`config.mk`:
```
export PLATFORM = sky130hd
export DESIGN_NAME = trapezoid_motion_profiler_flat
export DESIGN_NICKNAME = d
export VERILOG_FILES = /design/src/hw/rtl/tmp_pkg.sv /design/src/hw/rtl/tmp_if.sv /design/src/hw/rtl/trapezoid_motion_profiler.sv /design/src/flat_wrapper.sv
export SDC_FILE = /design/constraint.sdc
export NUM_CORES = 2
export LEC_CHECK = 0
export BUFFER_PORTS_ARGS = -buffer_cell sky130_fd_sc_hd__clkbuf_2
export CAP_MARGIN = 20
export CORE_MARGIN = 2
export CORE_UTILIZATION = 30
export CTS_CLUSTER_DIAMETER = 30
export DETAILED_ROUTE_END_ITERATION = 6
export GPL_ROUTABILITY_DRIVEN = 0
export PLACE_DENSITY = 0.5
export SLEW_MARGIN = 5
export SYNTH_ARGS = -nofsm -noshare
export SYNTH_HDL_FRONTEND = slang
export SYNTH_SLANG_ARGS = --single-unit
```
`constraint.sdc`:
```
create_clock -name clk_i -period 41.2 [get_ports clk_i]
set_input_delay 12.36 -clock clk_i [delete_from_list [all_inputs] [get_ports clk_i]]
set_output_delay 12.36 -clock clk_i [all_outputs]
set_load 0.05 [all_outputs]
```
`src/hw/rtl/tmp_pkg.sv`:
```
// shared types and constants of the trapezoid motion profiler
// no dependencies; used by the channel interfaces and the top level
package tmp_pkg;

  localparam int unsigned POS_W    = 32;
  localparam int unsigned SPEED_W  = 32;
  localparam int unsigned LIMIT_W  = 31;
  localparam int unsigned ACCEL_W  = 16;
  localparam int unsigned TOL_W    = 16;
  localparam int unsigned CFG_IDX_W  = 2;
  localparam int unsigned CFG_DATA_W = 31;

  // register reset values
  localparam logic [ACCEL_W-1:0] ACCEL_STEP_RST     = 16'd655;
  localparam logic [LIMIT_W-1:0] GLOBAL_MAX_RST     = 31'd65536;
  localparam logic [TOL_W-1:0]   ARRIVE_TOL_RST     = 16'd655;
  localparam logic [TOL_W-1:0]   STOP_DIST_TOL_RST  = 16'd6554;

  typedef enum logic [1:0] {
    REQ_MOVE    = 2'd0,
    REQ_DECEL   = 2'd1,
    REQ_STOP    = 2'd2,
    REQ_SET_POS = 2'd3
  } req_type_e;

  typedef enum logic [CFG_IDX_W-1:0] {
    CFG_ACCEL_STEP    = 2'd0,
    CFG_GLOBAL_MAX    = 2'd1,
    CFG_ARRIVE_TOL    = 2'd2,
    CFG_STOP_DIST_TOL = 2'd3
  } cfg_idx_e;

endpackage

```
`src/hw/rtl/tmp_if.sv`:
```
// request and result channels of the trapezoid motion profiler
// depends on tmp_pkg for field widths and the request type
interface tmp_req_if;
  logic                             valid;
  logic                             ready;
  tmp_pkg::req_type_e               req_type;
  logic signed [tmp_pkg::POS_W-1:0] target_pos;
  logic [tmp_pkg::LIMIT_W-1:0]      speed_limit;

  modport source (output valid, output req_type, output target_pos,
                  output speed_limit, input ready);
  modport sink   (input valid, input req_type, input target_pos,
                  input speed_limit, output ready);
endinterface

interface tmp_res_if;
  logic                               valid;
  logic                               ready;
  logic signed [tmp_pkg::POS_W-1:0]   pos_out;
  logic signed [tmp_pkg::SPEED_W-1:0] speed_out;
  logic                               done_res;

  modport source (output valid, output pos_out, output speed_out,
                  output done_res, input ready);
  modport sink   (input valid, input pos_out, input speed_out,
                  input done_res, output ready);
endinterface

```
`src/hw/rtl/trapezoid_motion_profiler.sv`:
```
// trapezoid motion profiler top level: one motion request per tick
// depends on tmp_pkg and the channel interfaces in tmp_if.sv
//
//   channel | dir | payload                                | handshake
//   --------+-----+----------------------------------------+--------------
//   req_i   | in  | req_type, target_pos, speed_limit      | valid / ready
//   res_o   | out | pos_out, speed_out, done_res           | valid / ready
//   cfg     | in  | cfg_we_i, cfg_idx_i, cfg_wdata_i       | write enable
//
// one request per cycle sustained while results are taken; a request passes
// the request register, then the result register. the rate is set by the
// state loop: position and speed feed the squaring and distance multipliers,
// the compares and the saturating adds, and update in the same cycle as the result.
// reset loads the register defaults and zeroes position and speed; no
// clearing pass. a stalled result holds; the request stage still takes one
// more request, then ready drops until the result is taken.
module trapezoid_motion_profiler (
  input  logic                              clk_i,
  input  logic                              rst_ni,
  input  logic                              cfg_we_i,
  input  logic [tmp_pkg::CFG_IDX_W-1:0]     cfg_idx_i,
  input  logic [tmp_pkg::CFG_DATA_W-1:0]    cfg_wdata_i,
  tmp_req_if.sink                           req_i,
  tmp_res_if.source                         res_o
);
  import tmp_pkg::*;

  // saturate a 34 bit signed sum to the signed 32 bit range
  function automatic logic signed [31:0] sat32(input logic signed [33:0] x);
    logic signed [31:0] r;
    if (x[33:31] == 3'b000 || x[33:31] == 3'b111) begin
      r = x[31:0];
    end else if (x[33]) begin
      r = 32'sh8000_0000;
    end else begin
      r = 32'sh7fff_ffff;
    end
    return r;
  endfunction

  // configuration registers
  logic [ACCEL_W-1:0] accel_q;
  logic [LIMIT_W-1:0] gmax_q;
  logic [TOL_W-1:0]   arr_tol_q;
  logic [TOL_W-1:0]   stop_tol_q;

  always_ff @(posedge clk_i or negedge rst_ni) begin
    if (!rst_ni) begin
      accel_q    <= ACCEL_STEP_RST;
      gmax_q     <= GLOBAL_MAX_RST;
      arr_tol_q  <= ARRIVE_TOL_RST;
      stop_tol_q <= STOP_DIST_TOL_RST;
    end else if (cfg_we_i) begin
      case (cfg_idx_e'(cfg_idx_i))
        CFG_ACCEL_STEP:    accel_q    <= cfg_wdata_i[ACCEL_W-1:0];
        CFG_GLOBAL_MAX:    gmax_q     <= cfg_wdata_i[LIMIT_W-1:0];
        CFG_ARRIVE_TOL:    arr_tol_q  <= cfg_wdata_i[TOL_W-1:0];
        CFG_STOP_DIST_TOL: stop_tol_q <= cfg_wdata_i[TOL_W-1:0];
        default: ;
      endcase
    end
  end

  // request stage
  logic                      in_vld_q;
  req_type_e                 in_type_q;
  logic signed [POS_W-1:0]   in_target_q;
  logic [LIMIT_W-1:0]        in_limit_q;

  // result stage
  logic                      out_vld_q;
  logic signed [POS_W-1:0]   out_pos_q;
  logic signed [SPEED_W-1:0] out_speed_q;
  logic                      out_done_q;

  // carriage state
  logic signed [POS_W-1:0]   pos_q, pos_d;
  logic signed [SPEED_W-1:0] speed_q, speed_d;
  logic                      done_d;

  // request moves into the result stage when that stage is free or drains
  logic step;
  assign step        = in_vld_q && (!out_vld_q || res_o.ready);
  assign req_i.ready = !in_vld_q || step;

  always_ff @(posedge clk_i or negedge rst_ni) begin
    if (!rst_ni) begin
      in_vld_q <= 1'b0;
    end else if (req_i.ready) begin
      in_vld_q <= req_i.valid;
    end
  end

  always_ff @(posedge clk_i) begin
    if (req_i.valid && req_i.ready) begin
      in_type_q   <= req_i.req_type;
      in_target_q <= req_i.target_pos;
      in_limit_q  <= req_i.speed_limit;
    end
  end

  // ---------------------------------------------------------------------
  // single pass update
  // ---------------------------------------------------------------------
  logic signed [32:0] diff;
  logic [32:0]        togo;
  logic               dir_pos;
  logic [31:0]        vmag;
  logic [63:0]        vsq;
  logic [16:0]        two_a;
  logic [49:0]        two_a_togo;
  logic [32:0]        two_a_stop;
  logic               arrive, brake, below_max, v_pos, decel_stop;
  logic signed [17:0] a_s, move_acc, decel_acc, acc_sel, acc_half;
  logic signed [33:0] pos_sum, spd_sum, lim_s;
  logic signed [31:0] pos_upd, spd_clamp;

  // remaining distance, exact in 33 bits; zero counts as negative
  assign diff    = {in_target_q[31], in_target_q} - {pos_q[31], pos_q};
  assign togo    = diff[32] ? 33'(-diff) : 33'(diff);
  assign dir_pos = !diff[32] && (diff != 33'sd0);

  assign vmag  = speed_q[31] ? 32'(-speed_q) : 32'(speed_q);
  assign v_pos = !speed_q[31] && (speed_q != 32'sd0);

  // stopping distance tests as v^2 against 2a*x
  assign vsq        = {32'd0, vmag} * {32'd0, vmag};
  assign two_a      = {accel_q, 1'b0};
  assign two_a_togo = {33'd0, two_a} * {17'd0, togo};
  assign two_a_stop = {16'd0, two_a} * {17'd0, stop_tol_q};

  assign arrive     = (togo <= {17'd0, arr_tol_q}) && (vsq < {31'd0, two_a_stop});
  assign brake      = vsq >= {14'd0, two_a_togo};
  assign below_max  = vmag < {1'b0, gmax_q};
  assign decel_stop = vmag < {16'd0, accel_q};

  assign a_s = $signed({2'b00, accel_q});

  always_comb begin
    if (brake) begin
      move_acc = dir_pos ? -a_s : a_s;
    end else if (below_max) begin
      move_acc = dir_pos ? a_s : -a_s;
    end else begin
      move_acc = 18'sd0;
    end
  end

  assign decel_acc = v_pos ? -a_s : a_s;
  assign acc_sel   = (in_type_q == REQ_DECEL) ? decel_acc : move_acc;
  // arithmetic shift gives floor of acc/2
  assign acc_half  = acc_sel >>> 1;

  assign pos_sum = {{2{pos_q[31]}}, pos_q} + {{2{speed_q[31]}}, speed_q}
                 + {{16{acc_half[17]}}, acc_half};
  assign spd_sum = {{2{speed_q[31]}}, speed_q} + {{16{acc_sel[17]}}, acc_sel};
  assign pos_upd = sat32(pos_sum);

  // clamp the move speed to the request's limit
  assign lim_s = $signed({3'b000, in_limit_q});
  always_comb begin
    if (spd_sum > lim_s) begin
      spd_clamp = lim_s[31:0];
    end else if (spd_sum < -lim_s) begin
      spd_clamp = 32'(-lim_s);
    end else begin
      spd_clamp = spd_sum[31:0];
    end
  end

  always_comb begin
    pos_d   = pos_q;
    speed_d = speed_q;
    done_d  = 1'b0;
    case (in_type_q)
      REQ_MOVE: begin
        if (arrive) begin
          speed_d = 32'sd0;
          done_d  = 1'b1;
        end else begin
          pos_d   = pos_upd;
          speed_d = spd_clamp;
        end
      end
      REQ_DECEL: begin
        if (decel_stop) begin
          speed_d = 32'sd0;
          done_d  = 1'b1;
        end else begin
          pos_d   = pos_upd;
          speed_d = sat32(spd_sum);
        end
      end
      REQ_STOP: begin
        speed_d = 32'sd0;
        done_d  = 1'b1;
      end
      REQ_SET_POS: begin
        pos_d = in_target_q;
      end
      default: ;
    endcase
  end

  always_ff @(posedge clk_i or negedge rst_ni) begin
    if (!rst_ni) begin
      pos_q     <= '0;
      speed_q   <= '0;
      out_vld_q <= 1'b0;
    end else begin
      if (step) begin
        pos_q   <= pos_d;
        speed_q <= speed_d;
      end
      if (step) begin
        out_vld_q <= 1'b1;
      end else if (res_o.ready) begin
        out_vld_q <= 1'b0;
      end
    end
  end

  always_ff @(posedge clk_i) begin
    if (step) begin
      out_pos_q   <= pos_d;
      out_speed_q <= speed_d;
      out_done_q  <= done_d;
    end
  end

  assign res_o.valid     = out_vld_q;
  assign res_o.pos_out   = out_pos_q;
  assign res_o.speed_out = out_speed_q;
  assign res_o.done_res  = out_done_q;

endmodule
```
`src/flat_wrapper.sv`:
```
// flat-port wrapper written by rule: the top's interface ports become plain ports
module trapezoid_motion_profiler_flat import tmp_pkg::*;
  (clk_i, rst_ni, cfg_we_i, cfg_idx_i, cfg_wdata_i, req_i_valid, req_i_req_type, req_i_target_pos, req_i_speed_limit, req_i_ready, res_o_valid, res_o_pos_out, res_o_speed_out, res_o_done_res, res_o_ready);
  tmp_req_if req_i_i ();
  tmp_res_if res_o_i ();
  input  logic clk_i;
  input  logic rst_ni;
  input  logic cfg_we_i;
  input  logic [tmp_pkg::CFG_IDX_W-1:0] cfg_idx_i;
  input  logic [tmp_pkg::CFG_DATA_W-1:0] cfg_wdata_i;
  input wire logic [$bits(req_i_i.valid)-1:0] req_i_valid;
  input wire logic [$bits(req_i_i.req_type)-1:0] req_i_req_type;
  input wire logic [$bits(req_i_i.target_pos)-1:0] req_i_target_pos;
  input wire logic [$bits(req_i_i.speed_limit)-1:0] req_i_speed_limit;
  output wire logic [$bits(req_i_i.ready)-1:0] req_i_ready;
  output wire logic [$bits(res_o_i.valid)-1:0] res_o_valid;
  output wire logic [$bits(res_o_i.pos_out)-1:0] res_o_pos_out;
  output wire logic [$bits(res_o_i.speed_out)-1:0] res_o_speed_out;
  output wire logic [$bits(res_o_i.done_res)-1:0] res_o_done_res;
  input wire logic [$bits(res_o_i.ready)-1:0] res_o_ready;
  assign req_i_i.valid = req_i_valid;
  assign req_i_i.req_type = req_i_req_type;
  assign req_i_i.target_pos = req_i_target_pos;
  assign req_i_i.speed_limit = req_i_speed_limit;
  assign req_i_ready = req_i_i.ready;
  assign res_o_valid = res_o_i.valid;
  assign res_o_pos_out = res_o_i.pos_out;
  assign res_o_speed_out = res_o_i.speed_out;
  assign res_o_done_res = res_o_i.done_res;
  assign res_o_i.ready = res_o_ready;
  trapezoid_motion_profiler u_core (.clk_i(clk_i), .rst_ni(rst_ni), .cfg_we_i(cfg_we_i), .cfg_idx_i(cfg_idx_i), .cfg_wdata_i(cfg_wdata_i), .req_i(req_i_i), .res_o(res_o_i));
endmodule
```
# [Word level (Yosys, flattened, before mapping)]
# Cells that the tools add are included.
[word_totals] regBits=275 in_bits=103 out_inout_bits=67 elab_cells=89
[classes] addsub=8 n_mul=3 n_lt_le_gt_ge=7 eq_ne=8 muxes=25 reduce_logical=24
[op_table] op="$mux 32" count=11
[op_table] op="$pmux 32 s3" count=2
[op_table] op="$mux 18" count=6
[op_table] op="$ge 64x50->1" count=1
[op_table] op="$lt 64x33->1" count=1
[op_table] op="$mul 32x32->64" count=1
[op_table] op="$mul 16x33->49" count=1
[op_table] op="$add 33x17->34" count=1
[op_table] op="$gt 34x32->1" count=1
[op_table] op="$lt 34x34->1" count=1
[op_table] op="$neg 31->34" count=1
[op_table] op="$add 32x18->33" count=1
[op_table] op="$add 32x32->33" count=1
[op_table] op="$le 33x16->1" count=1
[op_table] op="$mux 33" count=1
[op_table] op="$neg 33->33" count=1
[op_table] op="$reduce_bool 33->1" count=1
[op_table] op="$sub 32x32->33" count=1
[op_table] op="$lt 32x16->1" count=1
[op_table] op="$lt 32x31->1" count=1
[op_table] op="$mul 16x16->32" count=1
[op_table] op="$neg 32->32" count=1
[op_table] op="$reduce_bool 32->1" count=1
[op_table] op="$neg 16->18" count=1
[op_table] op="other kinds (12)" count=35

# [Logic depth before layout (Yosys ltp)]
[logic_depth] depth_word=13 ltp_mapped=81 depth_no_buf=77

# [Least setup slack after synthesis]
# Ideal clock, no wire load.
[synth_path] kind="input-to-output" from="in res_o_ready" to="out req_i_ready" t_arrival_ps=12843 required_ps=28840 setup_slack_ps=15997 stages=1 n_path_buf=0 cell_sequence="nand3b_1"
[synth_between] elab_chain_len=3
[synth_lines] element="start: declaration" line="flat_wrapper.sv:20" rtl="input wire logic [$bits(res_o_i.ready)-1:0] res_o_ready;"
[synth_lines] element="$logic_or 1x1->1" line="trapezoid_motion_profiler.sv:83" rtl="assign step = in_vld_q && (!out_vld_q || res_o.ready);"
[synth_lines] element="$logic_and 1x1->1" line="trapezoid_motion_profiler.sv:83"
[synth_lines] element="$logic_or 1x1->1" line="trapezoid_motion_profiler.sv:84" rtl="assign req_i.ready = !in_vld_q || step;"
[synth_lines] element="end: declaration" line="flat_wrapper.sv:15" rtl="output wire logic [$bits(req_i_i.ready)-1:0] req_i_ready;"
# No other way between the ends.

# [Worst setup path in the final report]
# Ends and elaborated chain as after synthesis.

==> results.py <==
metrics = {
    "status": {
        "outcome": "finished clean",
    },
    "timing": {
        "rsz0062_at_grt": "no",
        "finalSetupViolations": 0,
        "setup_tns_ps": 0,
        "layout_worst_path_cycle_share_pct": 61.32,
        "drv_slew": 0,
        "period_minus_slack_ps": 25260,
        "fmax_mhz": 39.58,
        "tightestPinTransition_ps": 1238,
        "fin_skew_ps": 49.77,
        "slew_headroom_pct": 16.99,
        "hold_viol": 0,
    },
    "yosys": {
        "yosysUniqueCellTypes": 90,
        "synth_cells": 9191,
        "synth_edf_count": 130,
        "seq_area_frac_synth_pct": 9.391,
        "synth_top_flop_cell": "edfxtp_1",
        "ys_seq_elements": 275,
        "ys_warn_count": 0,
        "netlist_area_um2": 80470,
        "avgSynthCellArea_um2": 8.755,
        "async_flop_share_pct": 52.73,
    },
    "cts": {
        "root_buffer": "clkbuf_16",
        "cts_sinks": 275,
        "ctsResizeCount": 0,
        "cts_htree_levels": 3,
        "clockBufferDepth": 3,
        "cts_buffers": 75,
        "clock_latency_ps": 700,
        "post_cts_buffers": 0,
        "cts_tree": "yes",
        "cts_hold_buf": 0,
        "path_clk_slew_ps": 40,
    },
    "worst_setup_path": {
        "r2r-end": "u_core.res_o.speed_out[26]",
        "r2r-start": "u_core.pos_q[0]",
        "reg2reg_setup_slack_ps": 18340,
        "cpPeakStageDelay_ps": 260,
        "crit_arrival_ps": 12900,
        "critPathCaptureType": "output pin",
        "start_kind": "input pin",
        "reg2regPathDepth": 71,
        "crit_slowest_cell": "clkbuf_2",
        "critical_path_required_ps": 28840,
        "path_cells": "clkbuf_2 > nand3b_1 > clkbuf_2",
        "crit_path_frequent_cell": "clkbuf_2",
        "cp_max_fo": 3,
        "path_class": "input pin to output pin",
    },
    "grt": {
        "grt_pass1_vias": 69360,
        "overflow": 0,
        "grt_max_degree": 84,
        "grt_pass1_wl_um": 422300,
        "grt_antenna_before_repair": 27,
        "track_usage_pct": 20.28,
    },
    "drt": {
        "vias": 64980,
        "drt_iter0_markers": 5102,
        "antenna_left": 0,
        "drc": 0,
        "wire_per_inst_um": 21.33,
        "dr.pass1.iters": 5,
        "drt_wl_total_um": 274000,
        "vias_per_cell": 5.058,
    },
    "layout": {
        "n_fill_cell": 27810,
        "nets": 11590,
        "layout-drive-gt1-share_pct": 7.675,
        "syn_to_final_growth_pct": 10.27,
    },
    "run": {
        "maxCapViolCount": 0,
    },
    "min_path": {
        "worstHoldEndpoint": "u_core.gmax_q[23]",
        "hold_start": "u_core.gmax_q[23]",
        "hp-class": "flip-flop to flip-flop",
        "hold_depth": 1,
    },
    "floorplanning": {
        "die_x_um": 521.9,
        "placementRows": 190,
        "ios": 170,
        "design.core.area_um2": 267400,
        "die_h_um": 521.9,
        "initial_core_util_pct": 30.09,
        "design.die.area_um2": 272400,
    },
    "placed_design": {
        "dp_hpwl_um": 215400,
        "port_buffers": 169,
    },
}
synth_stat cells (all sizes together) (130+ instances only):
master  number  share of area, %
inv       1976               9.2
fa        1468                37
nand2      996               4.6
ha         790                12
nor2       553               2.6
a21oi      397               2.5
clkbuf     358               1.7
o21ai      320               2.0
and2       300               2.3
xnor2      195               2.1
a21o       154               1.4
mux2       139               1.9
edfxtp     130               4.9
critical path: cells and delay by family:
family,cells,cell delay (ps)
buffers and inverters,2,350
and+or+nand+nor,1,190
flip-flops by register name, summed over array words and instances (netlist names):
signal                  cells
u_core.gmax_q              31
u_core.res_o.valid          1
u_core.in_target_q         32
u_core.res_o.pos_out       32
u_core.res_o.done_res       1
u_core.in_vld_q             1
u_core.in_type_q            2
u_core.arr_tol_q           16
u_core.res_o.speed_out     32
u_core.pos_q               32
u_core.stop_tol_q          16
u_core.in_limit_q          31
u_core.accel_q             16
u_core.speed_q             32
worst max path at each step:
stage                           start           to  slack (ps)  depth (start not counted)
after global routing      res_o_ready  req_i_ready       15900                          3
final                     res_o_ready  req_i_ready       15940                          3
after global placement    res_o_ready  req_i_ready       15920                          3
after detailed placement  res_o_ready  req_i_ready       15930                          3
after floorplan           res_o_ready  req_i_ready       16000                          1
after CTS                 res_o_ready  req_i_ready       15930                          3
cell usage in the layout, fill, tap and decap left out, drive strengths merged, types with 35 or more instances in the layout:
master     n
xnor2    195
and2     300
nand3     84
edfxtp   130
o21a      74
a31oi     41
o21bai    41
nor3     100
clkinv    35
buf      149
a21o     154
a21oi    397
or3       35
fa      1468
nor2     553
mux2     139
o21ai    320
nand4     83
inv     1978
nand2b    75
a211oi    43
clkbuf   254
nand2    996
xor2     100
ha       790
o31ai     58
dfrtp    125
kinds of logic (layout without fill, tap and decap cells):
logic type	after synthesis	count (layout)	share of synthesized area, %
and+or+nand+nor	2375	2375	13.50
buffers and inverters	2370	2444	11.10
adders and majority gates	2258	2258	48.80
AOI/OAI and AO/OA	1443	1443	11.62
xor gates and xnor gates	295	295	3.211
DFF	275	275	9.391
muxes	173	173	2.368
other	2	33	0.009333
cell type report:
cell class                      instances  area [um2]  share of cell area, %
Antenna cell                            6       15.01                0.01692
Timing Repair Buffer                  318        1977                  2.228
Inverter                             1986        7456                  8.402
Clock inverter                         55       769.5                 0.8672
Tap cell                             3552        4444                  5.008
Multi-Input combinational cell       6571       64530                  72.72
Sequential cell                       275        7570                  8.531
Clock buffer                           85        1976                  2.226
routing by layer:
layer	vias up	global-route usage, %	part of all wire, %
li1	29190	-	-
met1	33020	26.84	42
met2	2307	33.89	47
met3	457	3.057	6.9
met4	6	6.485	3.7
met5	-	0	0.014
metrics by stage:
stage               instances  instance area, um2  utilization (%)  hold slack, ps  setup slack, ps
global route            12840               88720            33.17           518.5            15900
CTS                     12840               88710            33.17           502.0            15930
floorplan                9216               80560                -           457.2            16000
global placement        12700               85960            32.14           486.2            15920
detailed placement      12700               85960            32.14           493.4            15930
finish                  12850               88740            33.18           500.4            15940
Power is not shown: default switching activity piles up to over one toggle a cycle in this logic, so the estimate is an artifact.
